`src/hdl/hbrc_pkg.sv`:
```
// ----------------------------------------------------------------------------
// hbrc_pkg
// Types and constants shared by the H-bridge reversal controller modules.
// ----------------------------------------------------------------------------
package hbrc_pkg;

    localparam int unsigned ADC_W      = 12;
    localparam int unsigned PCT_W      = 7;
    localparam int unsigned DUTY_W     = 8;
    localparam int unsigned HOLD_W     = 10;

    localparam logic [ADC_W-1:0]  ADC_FULL   = 12'd4095;
    localparam logic [PCT_W-1:0]  PCT_FULL   = 7'd100;
    localparam logic [DUTY_W-1:0] DUTY_FULL  = 8'd255;
    localparam logic [HOLD_W-1:0] HOLD_RESET = 10'd30;

    // floor(y / 100) == (y * DIV100_RECIP) >> DIV100_SHIFT for y <= 25500
    localparam int unsigned       DIV100_SHIFT = 19;
    localparam logic [12:0]       DIV100_RECIP = 13'd5243;

    localparam logic GO_RIGHT = 1'b0;
    localparam logic GO_LEFT  = 1'b1;

    typedef struct packed {
        logic             btn_right_level;
        logic             btn_left_level;
        logic [ADC_W-1:0] adc_sample;
    } t_in;

    typedef struct packed {
        logic [DUTY_W-1:0] hs_left_duty;
        logic [DUTY_W-1:0] hs_right_duty;
        logic              ls_left_on;
        logic              ls_right_on;
        logic              led_green;
        logic              led_red;
        logic [PCT_W-1:0]  power_percent;
        logic              reversing;
    } t_out;

endpackage

```
`src/hdl/hbrc_scale.sv`:
```
// ----------------------------------------------------------------------------
// hbrc_scale
// Scales a 12-bit sample to percent (0..100) and duty (0..255).
// ----------------------------------------------------------------------------
module hbrc_scale (
    input  logic [hbrc_pkg::ADC_W-1:0]  i_adc_sample,
    output logic [hbrc_pkg::PCT_W-1:0]  o_percent,
    output logic [hbrc_pkg::DUTY_W-1:0] o_duty
);
    import hbrc_pkg::*;

    logic [18:0] prod;
    logic [6:0]  q0;
    logic [12:0] rem;
    logic [14:0] duty_num;
    logic [27:0] duty_prod;

    // sample*100/4095: x>>12 undershoots by at most one step
    assign prod = {7'd0, i_adc_sample} * {12'd0, PCT_FULL};
    assign q0   = prod[18:12];
    assign rem  = {1'b0, prod[11:0]} + {6'd0, q0};
    assign o_percent = q0 + {6'd0, (rem >= {1'b0, ADC_FULL})};

    assign duty_num  = {8'd0, o_percent} * {7'd0, DUTY_FULL};
    assign duty_prod = {13'd0, duty_num} * {15'd0, DIV100_RECIP};
    assign o_duty    = duty_prod[DIV100_SHIFT +: DUTY_W];

endmodule

```
`src/hdl/hbrc_ctrl.sv`:
```
// ----------------------------------------------------------------------------
// hbrc_ctrl
// Button edge detection, direction state, reversal hold and bridge drive.
// ----------------------------------------------------------------------------
module hbrc_ctrl (
    input  logic                        i_clk,
    input  logic                        i_rst_n,
    input  logic                        i_advance,
    input  hbrc_pkg::t_in               i_item,
    input  logic [hbrc_pkg::HOLD_W-1:0] i_hold_ticks,
    input  logic [hbrc_pkg::PCT_W-1:0]  i_percent,
    input  logic [hbrc_pkg::DUTY_W-1:0] i_duty,
    output hbrc_pkg::t_out              o_result
);
    import hbrc_pkg::*;

    logic              r_prev_right, n_prev_right;
    logic              r_prev_left,  n_prev_left;
    logic              r_active,     n_active;
    logic              r_wanted,     n_wanted;
    logic              r_pending,    n_pending;
    logic [HOLD_W-1:0] r_hold,       n_hold;
    logic              rev;
    logic              drive;

    always_comb begin
        n_prev_right = i_item.btn_right_level;
        n_prev_left  = i_item.btn_left_level;
        n_active     = r_active;
        n_wanted     = r_wanted;
        n_pending    = r_pending;
        n_hold       = r_hold;
        rev          = 1'b0;

        if (r_prev_right && !i_item.btn_right_level) begin
            n_wanted = GO_RIGHT;
            if (GO_RIGHT != r_active) begin
                if (!n_pending) begin
                    n_hold = i_hold_ticks;
                end
                n_pending = 1'b1;
            end
        end
        if (r_prev_left && !i_item.btn_left_level) begin
            n_wanted = GO_LEFT;
            if (GO_LEFT != r_active) begin
                if (!n_pending) begin
                    n_hold = i_hold_ticks;
                end
                n_pending = 1'b1;
            end
        end

        if (n_pending) begin
            if (n_hold == '0) begin
                n_active  = n_wanted;
                n_pending = 1'b0;
            end else begin
                n_hold = n_hold - 1'b1;
                rev    = 1'b1;
            end
        end

        drive = !rev && (i_duty != '0);

        o_result.hs_left_duty  = (drive && n_active == GO_RIGHT) ? i_duty : '0;
        o_result.hs_right_duty = (drive && n_active == GO_LEFT)  ? i_duty : '0;
        o_result.ls_left_on    = drive && (n_active == GO_LEFT);
        o_result.ls_right_on   = drive && (n_active == GO_RIGHT);
        o_result.led_green     = (n_active == GO_RIGHT);
        o_result.led_red       = (n_active == GO_LEFT);
        o_result.power_percent = i_percent;
        o_result.reversing     = rev;
    end

    always_ff @(posedge i_clk) begin
        if (!i_rst_n) begin
            r_prev_right <= 1'b1;
            r_prev_left  <= 1'b1;
            r_active     <= GO_RIGHT;
            r_wanted     <= GO_RIGHT;
            r_pending    <= 1'b0;
            r_hold       <= '0;
        end else if (i_advance) begin
            r_prev_right <= n_prev_right;
            r_prev_left  <= n_prev_left;
            r_active     <= n_active;
            r_wanted     <= n_wanted;
            r_pending    <= n_pending;
            r_hold       <= n_hold;
        end
    end

endmodule

```
`src/hdl/h_bridge_reversal_controller.sv`:
```
// ----------------------------------------------------------------------------
// h_bridge_reversal_controller
// One transaction per control tick: two active-low buttons and a pot sample
// in, H-bridge drive, LEDs, power percent and reversing flag out. Each
// transaction is registered at the input, evaluated in one pass of logic and
// registered at the output, so a transaction is taken every clock while the
// output is not stalled; a result goes from the input register through the
// logic into the output register once the output is free. A stalled
// output holds the pipeline. A direction change holds the bridge off for
// r_hold_ticks transactions before it commits.
// ----------------------------------------------------------------------------
module h_bridge_reversal_controller (
    input  logic                        i_clk,
    input  logic                        i_rst_n,
    input  logic                        i_cfg_we,
    input  logic [hbrc_pkg::HOLD_W-1:0] i_cfg_wdata,
    input  logic                        i_in_valid,
    output logic                        o_in_ready,
    input  hbrc_pkg::t_in               i_in_data,
    output logic                        o_out_valid,
    input  logic                        i_out_ready,
    output hbrc_pkg::t_out              o_out_data
);
    import hbrc_pkg::*;

    logic [HOLD_W-1:0] r_hold_ticks;
    logic              r_in_valid;
    t_in               r_in_data;
    logic              r_out_valid;
    t_out              r_out_data;
    logic              advance;
    logic [PCT_W-1:0]  percent;
    logic [DUTY_W-1:0] duty;
    t_out              result;

    assign advance     = r_in_valid && (!r_out_valid || i_out_ready);
    assign o_in_ready  = !r_in_valid || advance;
    assign o_out_valid = r_out_valid;
    assign o_out_data  = r_out_data;

    always_ff @(posedge i_clk) begin
        if (!i_rst_n) begin
            r_hold_ticks <= HOLD_RESET;
        end else if (i_cfg_we) begin
            r_hold_ticks <= i_cfg_wdata;
        end
    end

    always_ff @(posedge i_clk) begin
        if (!i_rst_n) begin
            r_in_valid <= 1'b0;
        end else if (o_in_ready) begin
            r_in_valid <= i_in_valid;
        end
    end

    always_ff @(posedge i_clk) begin
        if (o_in_ready && i_in_valid) begin
            r_in_data <= i_in_data;
        end
    end

    always_ff @(posedge i_clk) begin
        if (!i_rst_n) begin
            r_out_valid <= 1'b0;
        end else if (advance) begin
            r_out_valid <= 1'b1;
        end else if (i_out_ready) begin
            r_out_valid <= 1'b0;
        end
    end

    always_ff @(posedge i_clk) begin
        if (advance) begin
            r_out_data <= result;
        end
    end

    hbrc_scale u_scale (
        .i_adc_sample (r_in_data.adc_sample),
        .o_percent    (percent),
        .o_duty       (duty)
    );

    hbrc_ctrl u_ctrl (
        .i_clk        (i_clk),
        .i_rst_n      (i_rst_n),
        .i_advance    (advance),
        .i_item       (r_in_data),
        .i_hold_ticks (r_hold_ticks),
        .i_percent    (percent),
        .i_duty       (duty),
        .o_result     (result)
    );

endmodule
```
`config.mk`:
```
export PLATFORM = sky130hd
export DESIGN_NAME = h_bridge_reversal_controller
export DESIGN_NICKNAME = d
export VERILOG_FILES = /design/src/hdl/hbrc_pkg.sv /design/src/hdl/hbrc_scale.sv /design/src/hdl/hbrc_ctrl.sv /design/src/hdl/h_bridge_reversal_controller.sv
export SDC_FILE = /design/constraint.sdc
export NUM_CORES = 1
export LEC_CHECK = 0
export ABC_AREA = 1
export ABC_CLOCK_PERIOD_IN_PS = 12120
export BUFFER_PORTS_ARGS = -buffer_cell sky130_fd_sc_hd__buf_2
export CORE_MARGIN = 3
export CORE_UTILIZATION = 25
export DETAILED_ROUTE_END_ITERATION = 10
export GPL_TIMING_DRIVEN = 0
export PLACE_DENSITY = 0.39
export SLEW_MARGIN = 20
export SYNTH_ARGS = -nofsm -noshare
export SYNTH_HDL_FRONTEND = slang
export SYNTH_HIERARCHICAL = 1
export SYNTH_SLANG_ARGS = --single-unit
```
`constraint.sdc`:
```
create_clock -name i_clk -period 12.12 [get_ports i_clk]
set_input_delay 2.424 -clock i_clk [delete_from_list [all_inputs] [get_ports i_clk]]
set_output_delay 2.424 -clock i_clk [all_outputs]
set_load 0.05 [all_outputs]
```
# Word level (Yosys, flattened, before mapping)
# Index checks and enable logic that the tools add are counted.
[word_totals]
register_bits = 69
output_inout_bits = 30
word_cells = 65
[classes]
addsub = 3
mul = 3
magnitude_cmp = 1
mux = 20
n_bitwise = 1
reduce_logical = 17
[ops]
columns = ["op", "n"]
rows = [
  ["10-bit 2-to-1 mux", 8],
  ["15-bit by 13-bit multiplier with 27-bit output (second input constant)", 1],
  ["12-bit by 5-bit multiplier with 17-bit output (second input constant)", 1],
  ["7-bit by 8-bit multiplier with 15-bit output (second input constant)", 1],
  ["12-bit by 7-bit adder with 13-bit output", 1],
  ["13-bit by 12-bit >= comparator with 1-bit output (second input constant)", 1],
  ["1-bit 2-to-1 mux", 12],
  ["10-bit logical NOT", 1],
  ["10-bit by 1-bit subtractor with 10-bit output (second input constant)", 1],
  ["8-bit nonzero test", 1],
  ["7-bit by 1-bit adder with 7-bit output", 1],
  ["1-bit logical AND", 7],
  ["1-bit logical NOT", 5],
  ["1-bit logical OR", 2],
  ["2-bit nonzero test", 1],
  ["1-bit inverter", 1],
]

# Depth between registers and ports, before layout
# Gate-level depths: netlist of the first run.
[depth]
depth_word = 12
depth_mapped = 81
mapped_depth_nobuf = 81

# Hierarchy
# Netlist of the first run, hierarchy kept.
[modules_own_cells]
columns = ["mod", "instances", "cells_per_inst", "area_each_um2", "seq_area_each_um2"]
rows = [
  ["hbrc_scale", 1, 917, 7069.3, 0.0],
  ["h_bridge_reversal_controller", 1, 98, 1745.4, 1501.4],
  ["hbrc_ctrl", 1, 243, 1564.0, 300.3],
]

# Least setup slack after synthesis of the first run
# OpenSTA, ideal clock, no wires.
[synth_path]
path_type = "register to register"
startpoint = "register r_in_data[3] in the netlist's numbering"
endpoint = "register r_out_data (netlist bit o_out_data[13]), data pin"
setup_ps = 254
arrival_time_ps = 12932
required_time_ps = 11866
setup_slack_ps = -1066
stages_incl_launch_ff = 61
cell_sequence = "edfxtp_1 > ha_1 > ha_1 > inv_1 > fa_1 > inv_1 > ha_1 > a21oi_1 > nand2_2 > a21oi_4 > xnor2_4 > ha_1 > fa_1 > a31oi_1 > nand3_1 > nor2_1 > nand2_1 > nand3_1 > (+25 left out) > inv_1 > fa_1 > inv_1 > ha_1 > nand2_1 > nor2_1 > inv_1 > nor3_1 > nand3_1 > or2_2 > nand3_1 > xor2_1 > inv_1 > nand4_1 > o21ai_4 > inv_4 > nand2_4 > nor2_1"
[synth_via]
elab_chain_len = 9
[synth_lines]
columns = ["element", "line_no", "source"]
rows = [
  ["start, declared", "h_bridge_reversal_controller.sv:28", "t_in r_in_data;"],
  ["start signal, assigned", "h_bridge_reversal_controller.sv:59", "r_in_data <= i_in_data;"],
  ["12-bit by 5-bit multiplier with 17-bit output *", "hbrc_scale.sv:19", "assign prod = {7'd0, i_adc_sample} * {12'd0, PCT_FULL};"],
  ["12-bit by 7-bit adder with 13-bit output", "hbrc_scale.sv:21", "assign rem = {1'b0, prod[11:0]} + {6'd0, q0};"],
  ["13-bit by 12-bit >= comparator with 1-bit output", "hbrc_scale.sv:22", "assign o_percent = q0 + {6'd0, (rem >= {1'b0, ADC_FULL})};"],
  ["7-bit by 1-bit adder with 7-bit output *", "hbrc_scale.sv:22", ""],
  ["named net percent[4]", "h_bridge_reversal_controller.sv:32", "logic [PCT_W-1:0] percent;"],
  ["7-bit by 8-bit multiplier with 15-bit output *", "hbrc_scale.sv:24", "assign duty_num = {8'd0, o_percent} * {7'd0, DUTY_FULL};"],
  ["15-bit by 13-bit multiplier with 27-bit output *", "hbrc_scale.sv:25", "assign duty_prod = {13'd0, duty_num} * {15'd0, DIV100_RECIP};"],
  ["named net duty[5]", "h_bridge_reversal_controller.sv:33", "logic [DUTY_W-1:0] duty;"],
  ["8-bit nonzero test *", "hbrc_ctrl.sv:64", "drive = !rev && (i_duty != '0);"],
  ["1-bit logical AND *", "hbrc_ctrl.sv:64", ""],
  ["1-bit logical AND *", "hbrc_ctrl.sv:67", "o_result.hs_right_duty = (drive && n_active == GO_LEFT) ? i_duty : '0;"],
  ["end signal, assigned", "h_bridge_reversal_controller.sv:75", "r_out_data <= result;"],
  ["end, declared", "h_bridge_reversal_controller.sv:30", "t_out r_out_data;"],
]
# Mark *: on every way through the listed nets, which the timed path passes. The rest lies on a longest branch.
# A chain may end at the register's enable or synchronous reset.

# Worst setup path after layout of the first run
[layout_path]
startpoint = "register r_in_data[7] in the netlist's numbering"
endpoint = "register r_out_data (netlist bit o_out_data[17]), data pin"
# The elaborated chain is that of the path after synthesis.

==> results of run 1 <==
## cells in the mapped netlist (2+ instances only)
cell type	number	area, um^2
sky130_fd_sc_hd__inv_1	332	1250
sky130_fd_sc_hd__nand2_1	192	721
sky130_fd_sc_hd__ha_1	179	2240
sky130_fd_sc_hd__fa_1	91	1820
sky130_fd_sc_hd__nor2_1	67	251
sky130_fd_sc_hd__nand3_1	58	290
sky130_fd_sc_hd__a21oi_1	46	230
sky130_fd_sc_hd__edfxtp_1	42	1260
sky130_fd_sc_hd__dfxtp_1	27	541
sky130_fd_sc_hd__nand2_2	21	131
sky130_fd_sc_hd__xor2_1	21	184
sky130_fd_sc_hd__o21ai_0	20	100
sky130_fd_sc_hd__nand4_1	15	93.8
sky130_fd_sc_hd__nor2_2	11	68.8
sky130_fd_sc_hd__nor3_2	11	110
sky130_fd_sc_hd__buf_4	9	67.6
sky130_fd_sc_hd__nand3b_1	9	67.6
sky130_fd_sc_hd__nor3_1	9	45.0
sky130_fd_sc_hd__nand2_4	8	90.1
sky130_fd_sc_hd__o21bai_1	8	60.1
sky130_fd_sc_hd__inv_2	7	26.3
sky130_fd_sc_hd__a21o_1	6	45.0
sky130_fd_sc_hd__nand3_2	6	60.1
sky130_fd_sc_hd__o21ai_2	6	52.6
sky130_fd_sc_hd__or2_2	6	37.5
sky130_fd_sc_hd__a31oi_1	5	31.3
sky130_fd_sc_hd__xnor2_1	5	43.8
sky130_fd_sc_hd__clkbuf_1	4	15.0
sky130_fd_sc_hd__nor2_4	4	45.0
sky130_fd_sc_hd__buf_6	3	33.8
sky130_fd_sc_hd__o211ai_1	3	22.5
sky130_fd_sc_hd__a211oi_1	2	15.0
sky130_fd_sc_hd__nor4_1	2	12.5
sky130_fd_sc_hd__o2111ai_1	2	17.5
sky130_fd_sc_hd__o21ai_1	2	10.0
sky130_fd_sc_hd__o21ai_4	2	32.5
sky130_fd_sc_hd__xor2_2	2	32.5
sky130_fd_sc_hd__xor2_4	2	55.1
## stage by stage
| stage | hold WS, ns | worst slack [ns] | TNS [ns] | cells |
|---|---|---|---|---|
| global placement | 0.451 | -1.94 | -33.36 | 1848 |
| CTS | 0.471 | -0.631 | -10.89 | 1931 |
| detailed placement | 0.456 | -1.94 | -33.34 | 1849 |
| global route | 0.488 | -1.05 | -18.36 | 1952 |
| floorplan | 0.420 | -0.140 | -1.41 | 1258 |
| finish | 0.461 | -0.483 | -8.20 | 1952 |
## layer usage
metal	share of wire	vias up
li1	-	4219
met1	0.47	3929
met2	0.49	83
met3	0.024	20
met4	0.014	0
met5	0	-
## path summary, 6_finish.rpt
kind         slack (ns)            start         endpoint
max               -0.48     r_in_data[7]   o_out_data[17]
min                0.46  r_hold_ticks[1]  r_hold_ticks[1]
max reg2reg       -0.48     r_in_data[7]   o_out_data[17]
min reg2reg        0.46  r_hold_ticks[1]  r_hold_ticks[1]
## kinds of logic (layout without fill, tap and decap cells)
family | after synthesis | count (layout) | synth area share
adder cells (fa/ha/maj) | 270 | 270 | 0.391
buffers and inverters | 359 | 520 | 0.138
AO/OA/AOI/OAI | 106 | 106 | 0.0634
flip-flops | 69 | 69 | 0.174
XOR/XNOR | 32 | 32 | 0.0352
AND/OR/NAND/NOR | 422 | 423 | 0.198
## registers in the layout, indices dropped and copies added (netlist names)
name,count
u_ctrl/r_prev_left,1
r_hold_ticks,10
u_ctrl/r_prev_right,1
r_in_valid,1
u_ctrl/r_wanted,1
r_in_data,14
o_out_data,28
o_out_valid,1
u_ctrl/r_hold,10
u_ctrl/r_pending,1
u_ctrl/r_active,1
## timing repair
action | CTS | global route
resized for setup | 101 | 102
cloned | 1 | 0
setup buffers | 65 | 23
endpoints found under the setup margin | 18 | 18
pin swaps | 95 | 77
## area by class of cell
type,count,share of cell area
buffer,19,0.0115
tap,532,0.0490
sequential,69,0.133
inverter,340,0.0949
clock buffer,9,0.0166
multi-input combinational,831,0.614
timing repair buffer,145,0.0758
clock inverter,7,0.00543
## worst reg2reg max path, delay by kind of cell, from the launching register on
kind	cells	cell delay (ns)
compound gates	7	1.09
simple gates	24	2.41
buf+inv	20	1.60
fa+ha+maj	18	6.48
flops	1	0.46
xor+xnor	2	0.35
==> metrics.txt, run 1 <==
final number of setup-violating endpoints=18; register area share after synthesis=0.174; critical path data arrival time=approximately 13 ns; Top Usage Layer GRT=met2; wire length of the first global-routing pass=between 40000 and 50000 um; failing checks=negative setup slack; Die Span Y=210 um; FP Rows=74; area of the multi-input gates=0.00834 mm^2; FMAX=just under 0.08 GHz; post-route minimum period=roughly 13 ns; Critical Setup Path Class=register to register; worst-margin pin slew=~0.59 ns; antenna violations before repair=0; setup clock skew after layout=between 0.01 and 0.015 ns; area taken by flip-flops and latches=about 0.0018 mm^2; clk buf depth=2; root cell of the clock tree=sky130_fd_sc_hd__clkbuf_16; number of detailed-route iterations in the first pass=4; critical path's largest stage delay=slightly below 0.6 ns; DR iter-0 viols=between 200 and 300; syn avg cell area=approximately 8.3 um^2; total wire length=~26000 um; unrepaired setup endpoints after global routing=yes; final cell area excluding filler cells=roughly 0.014 mm^2; Maximum Capacitance Violations=0; average vias per placed instance=4.23; final routed DRC violation total=0; number of buffers and inverters on the critical path=20; RD Place Congestion=~0.80; final-report hold violation count=0; fraction of final layout cells sized beyond drive strength 1=0.327; EDFF count, synth=42; final critical-path share of the clock period=1.04; number of instances in the synthesized netlist=1258; average routed wire per standard cell=13.3 um; post-detailed-placement cell area=0.0117 mm^2; vias after detailed routing=between 8000 and 9000; Max H-tree Level=3; count of fill cells added during filler insertion=approximately 4400; commonest cells after routing, fill and taps aside=sky130_fd_sc_hd__inv_1 (291), sky130_fd_sc_hd__nand2_1 (154), sky130_fd_sc_hd__ha_1 (142); clock-pin slew reported for the worst setup and hold paths after clock tree synthesis=around 0.060 ns; count of pins over their slew limit=0; crit path capture type=register; total number of clock tree sinks=69; Worst Hold Depth=2; cts bufs inserted=9; Finished Core Util=0.332; total die area=0.0440 mm^2; Max FO, Critical Path=5; layout overhead on the synthesized area=30.9%; slowest library cell on the worst path=sky130_fd_sc_hd__fa_2; Slew HR=0.608; core region area=0.0409 mm^2; library cells used by synthesis=51; via count of the first global-routing pass=between 8000 and 9000; startpoint type of the worst setup path=register; count of buffers from port buffering=between 50 and 60; number of cells on the critical path=71; I/O pin total=59; pin count of the biggest net entering global routing=22; horizontal die dimension=approximately 210 um; number of cells on the worst reg-to-reg path=between 70 and 80; initial standard-cell utilization of the core=0.254; Post-layout nets=between 1500 and 2000; fraction of registers with async set/reset=0; residual overflow from global routing=0; setup slack after layout=-0.483 ns; M3 GR Usage=0.0169; number of warnings issued by yosys=6; leading cell type in the layout, fill and taps excluded=sky130_fd_sc_hd__inv_1; Clk Latency, worst-skew pair=around 0.35 ns; GR met2 Demand/Resource=0.216; cell area after synthesis=between 0.01 and 0.015 mm^2; Detail Placement HPWL=21100 um; status=finished with violations; number of storage elements in the synthesis netlist=69; Main synth FF type=sky130_fd_sc_hd__edfxtp_1; total inserted antenna cells=0; synthesized netlist net count=1557; hold-fix buffer count after cts=0; required time of the critical path=around 12 ns; TritonCTS clock tree=built; GRT Overall Usage=0.123; met1 global-route usage=0.162; antenna viol nets, final=0; top cell family by delay on the critical path=adder cells; Hold WC Path Type=register to register
Power of run 1 is not shown: default switching activity piles up to over one toggle a cycle in this logic, so the estimate is an artifact.
==> run 2, diff against run 1 <==
--- a/config.mk
+++ b/config.mk
@@ -16,5 +16,4 @@
 export SLEW_MARGIN = 20
 export SYNTH_ARGS = -nofsm -noshare
 export SYNTH_HDL_FRONTEND = slang
-export SYNTH_HIERARCHICAL = 1
 export SYNTH_SLANG_ARGS = --single-unit
==> run 2 against run 1 <==
Compared with the run above: the run still ends with negative setup slack left; first-iteration DRC count rose by 8.9%; global-route usage is 0.39 points higher; count of clock-buffer cells in the layout grew 2; core utilization fell by 0.15 points; worst setup slack improved by 0.015 ns; synthesized area down 3.9%; maximum frequency increased by 0.12%; via count down 2.7%.
==> metrics.txt, run 2 <==
total inserted antenna cells=0; I/O pin total=59; crit path capture type=register; critical path data arrival time=12.70 ns; final-report hold violation count=0; Hold WS=around 0.46 ns; worst hold path startpoint=u_ctrl.r_hold[1]; total wire length=between 20000 and 30000 um; number of storage elements in the synthesis netlist=between 60 and 70; clk buf depth=2; max reg flops=28; Worst Hold Depth=2; post-route minimum period=approximately 13 ns; cell area after synthesis=approximately 0.010 mm^2; Final Non-Filler Cells=between 1500 and 2000; library cells used by synthesis=41; fraction of final layout cells sized beyond drive strength 1=0.254; Clk Latency, worst-skew pair=0.36 ns; setup clock skew after layout=0.00929 ns; final number of setup-violating endpoints=16; library cell appearing most often on the critical path=sky130_fd_sc_hd__inv_2; FMAX=around 0.08 GHz; number of warnings issued by yosys=0; number of instances in the placed design=1840; antenna viol nets, final=0; FP Rows=slightly above 70; number of instances in the synthesized netlist=around 1300; via count of the first global-routing pass=approximately 8300; count of pins over their slew limit=0; residual overflow from global routing=0; GRT Overall Usage=0.127; post-detailed-placement cell area=around 0.011 mm^2; parity-gate share of the synthesized area counting xor and xnor cells=0.0316; vias after detailed routing=8026; Max FO, Critical Path=7; core region area=0.0390 mm^2; count of fill cells added during filler insertion=a little over 4000; Max H-tree Level=3; Die Span Y=about 200 um; synthesized netlist net count=1561; area of the multi-input gates=about 0.0080 mm^2; layout overhead on the synthesized area=29.2%; cts bufs inserted=9; root cell of the clock tree=sky130_fd_sc_hd__clkbuf_16; average routed wire per standard cell=roughly 13 um; Yosys top cell area share=0.230; slowest library cell on the worst path=sky130_fd_sc_hd__fa_2; status=finished with violations; TritonCTS clock tree=built; setup slack after layout=-0.468 ns; cell type with the largest total area after synthesis=sky130_fd_sc_hd__ha_1; compound-cell area share of the yosys netlist=0.0681; fraction of registers with async set/reset=0; required time of the critical path=between 10 and 15 ns; count of buffers from port buffering=just under 60; startpoint type of the worst setup path=register; Post-layout nets=approximately 1700; worst-margin pin slew=around 0.7 ns; clock-pin slew reported for the worst setup and hold paths after clock tree synthesis=0.06 ns; antenna violations before repair=0; area taken by flip-flops and latches=between 0.0015 and 0.002 mm^2; unrepaired setup endpoints after global routing=yes; Detail Placement HPWL=~22000 um; final critical-path share of the clock period=1.04; r2r setup slk=-0.47 ns; top cells by area, synth=sky130_fd_sc_hd__ha_1 (23%), sky130_fd_sc_hd__fa_1 (17%), sky130_fd_sc_hd__edfxtp_1 (13%); total die area=about 0.042 mm^2; arithmetic-cell share of the synthesized area counting full adders, half adders and majority gates=0.402; most numerous cell in the Yosys netlist=sky130_fd_sc_hd__inv_1; commonest cells after routing, fill and taps aside=sky130_fd_sc_hd__inv_1 (286), sky130_fd_sc_hd__nand2_1 (194), sky130_fd_sc_hd__ha_1 (153); multiplexer share of the synthesized area=0; critical register-to-register path startpoint=r_in_data[6]; Main synth FF type=sky130_fd_sc_hd__edfxtp_1; final cell area excluding filler cells=roughly 0.013 mm^2; total number of clock tree sinks=between 60 and 70; critical path's largest stage delay=0.64 ns; end point of the worst hold path=u_ctrl.r_hold[1]; number of cells on the worst reg-to-reg path=71; Maximum Capacitance Violations=0; Critical Setup Path Class=register to register; critical register-to-register path endpoint=o_out_data[27]; main combinational cell family by area after synthesis=adder cells; pin count of the biggest net entering global routing=24; Hold WC Path Type=register to register; horizontal die dimension=206 um; DR iter-0 viols=roughly 320; failing checks=negative setup slack; syn avg cell area=7.90 um^2; register area share after synthesis=0.181; wire length of the first global-routing pass=42300 um; most used standard cells in the synthesized netlist=sky130_fd_sc_hd__inv_1 (317), sky130_fd_sc_hd__nand2_1 (243), sky130_fd_sc_hd__ha_1 (183); Slew HR=0.516; average vias per placed instance=4.19; number of detailed-route iterations in the first pass=4; initial standard-cell utilization of the core=0.256; leading cell type in the layout, fill and taps excluded=sky130_fd_sc_hd__inv_1; final routed DRC violation total=0; EDFF count, synth=42; RD Place Congestion=~0.8; Post-Synth Simple-Gate Area=0.192
==> run 2: cell count changes after synthesis, sizes merged, moves of 9 or more <==
cell / change
nand2: +29
inv: -21
buf: -13
nor3: -13
a21oi: +12
o21ai: +12
nor2: +11
xnor2: +9
==> run 2: worst max-delay path by stage <==
stage / slack [ns] / startpoint / cells after the start / end
global route: -1.16 / r_in_data[5] / 67 / o_out_data[27]
floorplan: 0.0004 / r_in_data[6] / 70 / o_out_data[19]
CTS: -0.57 / r_in_data[4] / 70 / o_out_data[22]
detailed placement: -1.80 / r_in_data[1] / 67 / o_out_data[19]
finish: -0.47 / r_in_data[6] / 71 / o_out_data[27]
global placement: -1.87 / r_in_data[1] / 67 / o_out_data[19]
==> run 2: cells by family after synthesis <==
family	count (synthesis)
AND/OR/NAND/NOR	438
buffers and inverters	330
adder cells (fa/ha/maj)	269
AO/OA/AOI/OAI	121
flip-flops	69
XOR/XNOR	36
==> run 2: metrics by stage <==
stage / util / setup TNS, ns / setup slack [ns]
after floorplan: - / 0 / 0.000354
after detailed placement: 0.288 / -29.42 / -1.80
after global routing: 0.330 / -19.20 / -1.16
after global placement: 0.287 / -30.75 / -1.87
after CTS: 0.322 / -8.58 / -0.566
final: 0.330 / -6.86 / -0.468
==> run 2: cell type report <==
cell class | count | share of cell area
clock buffers | 11 | 0.0197
plain buffers | 7 | 0.00301
clock inverters | 5 | 0.00417
well taps | 518 | 0.0503
inverters | 321 | 0.0943
repair buffers | 122 | 0.0647
multi-input cells | 864 | 0.624
flip-flops and latches | 69 | 0.140
==> run 2: what timing repair did <==
action	CTS	global route
resized for setup	129	74
pin swaps	66	53
setup buffers	53	10
hold buffers	0	0
endpoints found under the setup margin	18	18
==> run 2: worst max-delay path, delay by kind of cell (launching register included) <==
kind            cells  cell delay, ns
simple gates       32            2.81
compound gates      5            0.83
flops               1            0.43
buf+inv            13            0.78
fa+ha+maj          18            6.84
xor+xnor            3            0.63
==> run 2: routing by layer <==
metal  track usage  vias up  wire, um
met5             0        -         0
met4        0.0215        0       205
met3        0.0209       12       851
met2         0.211       75     12000
met1         0.175     3745     12600
li1              -     4194         -
Power of run 2 is left out for the same reason.
==> run 3, diff against run 2 <==
--- a/config.mk
+++ b/config.mk
@@ -9,10 +9,10 @@
 export ABC_CLOCK_PERIOD_IN_PS = 12120
 export BUFFER_PORTS_ARGS = -buffer_cell sky130_fd_sc_hd__buf_2
 export CORE_MARGIN = 3
-export CORE_UTILIZATION = 25
+export CORE_UTILIZATION = 45
 export DETAILED_ROUTE_END_ITERATION = 10
 export GPL_TIMING_DRIVEN = 0
-export PLACE_DENSITY = 0.39
+export PLACE_DENSITY = 0.62
 export SLEW_MARGIN = 20
 export SYNTH_ARGS = -nofsm -noshare
 export SYNTH_HDL_FRONTEND = slang
==> run 3 against run 2 <==
Compared with the run above: the run still ends with negative setup slack left; hold slack better by 0.0055 ns; first-iteration DRC count down 0.31%; sequential share of layout area rose by 0.071 points; critical endpoint is now o_out_data[19]; largest cell class unchanged.
==> metrics.txt, run 3 (same netlist as run 2, synthesis figures left out) <==
Detail Placement HPWL=between 15000 and 20000 um; TritonCTS clock tree=built; FP Rows=53; Maximum Capacitance Violations=0; DR iter-0 viols=around 320; average routed wire per standard cell=13.7 um; cts bufs inserted=9; routed metal-1 wirelength=10600 um; post-route minimum period=between 10 and 15 ns; count of buffers from port buffering=58; fraction of final layout cells sized beyond drive strength 1=0.287; Hold WC Path Type=register to register; post-detailed-placement cell area=between 0.01 and 0.015 mm^2; I/O pin total=59; final critical-path share of the clock period=1.05; final number of setup-violating endpoints=18; slowest library cell on the worst path=sky130_fd_sc_hd__fa_2; critical path data arrival time=~13 ns; Slew HR=0.509; setup slack after layout=-0.586 ns; core region area=roughly 0.021 mm^2; GRT Overall Usage=0.193; initial standard-cell utilization of the core=0.466; FMAX=0.0787 GHz; status=finished with violations; hold-fix buffer count after cts=0; area of the multi-input gates=about 0.0082 mm^2; RD Place Congestion=between 0.9 and 1; Highest Signal Layer=met4; vias after detailed routing=a little over 8000; Post-layout nets=~1700; root cell of the clock tree=sky130_fd_sc_hd__clkbuf_16; Clk Latency, worst-skew pair=0.33 ns; Max H-tree Level=3; crit path capture type=register; failing checks=negative setup slack; setup clock skew after layout=roughly 0.012 ns; pin count of the biggest net entering global routing=24; wire length of the first global-routing pass=38400 um; commonest cells after routing, fill and taps aside=sky130_fd_sc_hd__inv_1 (274), sky130_fd_sc_hd__nand2_1 (192), sky130_fd_sc_hd__ha_1 (147); final cell area excluding filler cells=~0.013 mm^2; final-report hold violation count=0; met2 WL=11400 um; total wire length=approximately 23000 um; total inserted antenna cells=0; required time of the critical path=12.21 ns; Max FO, Critical Path=7; met3 routed WL=slightly below 1000 um; residual overflow from global routing=0; antenna viol nets, final=0; startpoint type of the worst setup path=register; clock-pin slew reported for the worst setup and hold paths after clock tree synthesis=about 0.060 ns; count of pins over their slew limit=0; worst-margin pin slew=approximately 0.73 ns; Die Span Y=between 150 and 200 um; Critical Setup Path Class=register to register; total die area=roughly 0.024 mm^2; post-placement setup slack=-1.69 ns; critical path's largest stage delay=0.54 ns; average vias per placed instance=slightly below 5; total number of clock tree sinks=69; count of fill cells added during filler insertion=roughly 1900; leading cell type in the layout, fill and taps excluded=sky130_fd_sc_hd__inv_1; unrepaired setup endpoints after global routing=yes; final routed DRC violation total=0; number of detailed-route iterations in the first pass=5; library cell appearing most often on the critical path=sky130_fd_sc_hd__inv_2; clk buf depth=2; via count of the first global-routing pass=8236; antenna violations before repair=0; max reg flops=28; horizontal die dimension=roughly 150 um; layout overhead on the synthesized area=28.6%; area taken by flip-flops and latches=about 0.0018 mm^2
-- run 3: repair_timing --
action / CTS / global route
gates resized for setup: 113 / 135
buffers inserted: 44 / 31
pin swaps: 76 / 134
setup endpoints to repair: 18 / 18
-- run 3: per-stage QoR --
stage                     utilization  setup TNS, ns  instances  hold WS (ns)
final                           0.599          -8.99       1686         0.470
after global routing            0.599         -20.49       1686         0.491
after CTS                       0.563          -6.73       1656         0.467
after detailed placement        0.510         -28.38       1597         0.457
after global placement          0.509         -27.30       1596         0.456
after floorplan                     -              0       1263         0.430
-- run 3: path summary, 6_finish.rpt --
kind | start | endpoint | slack [ns] | cells past startpoint
worst max-delay path | r_in_data[6] | o_out_data[19] | -0.59 | 70
worst min-delay path | r_hold_ticks[9] | r_hold_ticks[9] | 0.47 | 2
worst max register to register | r_in_data[6] | o_out_data[19] | -0.59 | 70
worst min register to register | r_hold_ticks[9] | r_hold_ticks[9] | 0.47 | 2
-- run 3: critical path: cells and delay by family, from the launching register on --
| kind | cells | cell delay (ns) |
|---|---|---|
| buf+inv | 13 | 0.80 |
| simple gates | 28 | 2.67 |
| flops | 1 | 0.44 |
| xor+xnor | 4 | 0.79 |
| compound gates | 7 | 1.05 |
| fa+ha+maj | 18 | 6.64 |
-- run 3: area by class of cell --
class,instances,share of cell area
plain buffers,7,0.00302
repair buffers,134,0.0727
clock buffers,9,0.0176
clock inverters,7,0.00507
multi-input cells,864,0.639
flip-flops and latches,69,0.141
inverters,321,0.0953
well taps,275,0.0268
-- run 3: metal layers --
metal / vias to the layer above / track usage
li1: 4221 / -
met1: 3890 / 0.257
met2: 141 / 0.329
met3: 20 / 0.0376
met4: 0 / 0.0395
met5: - / 0
Power of run 3 is left out for the same reason.
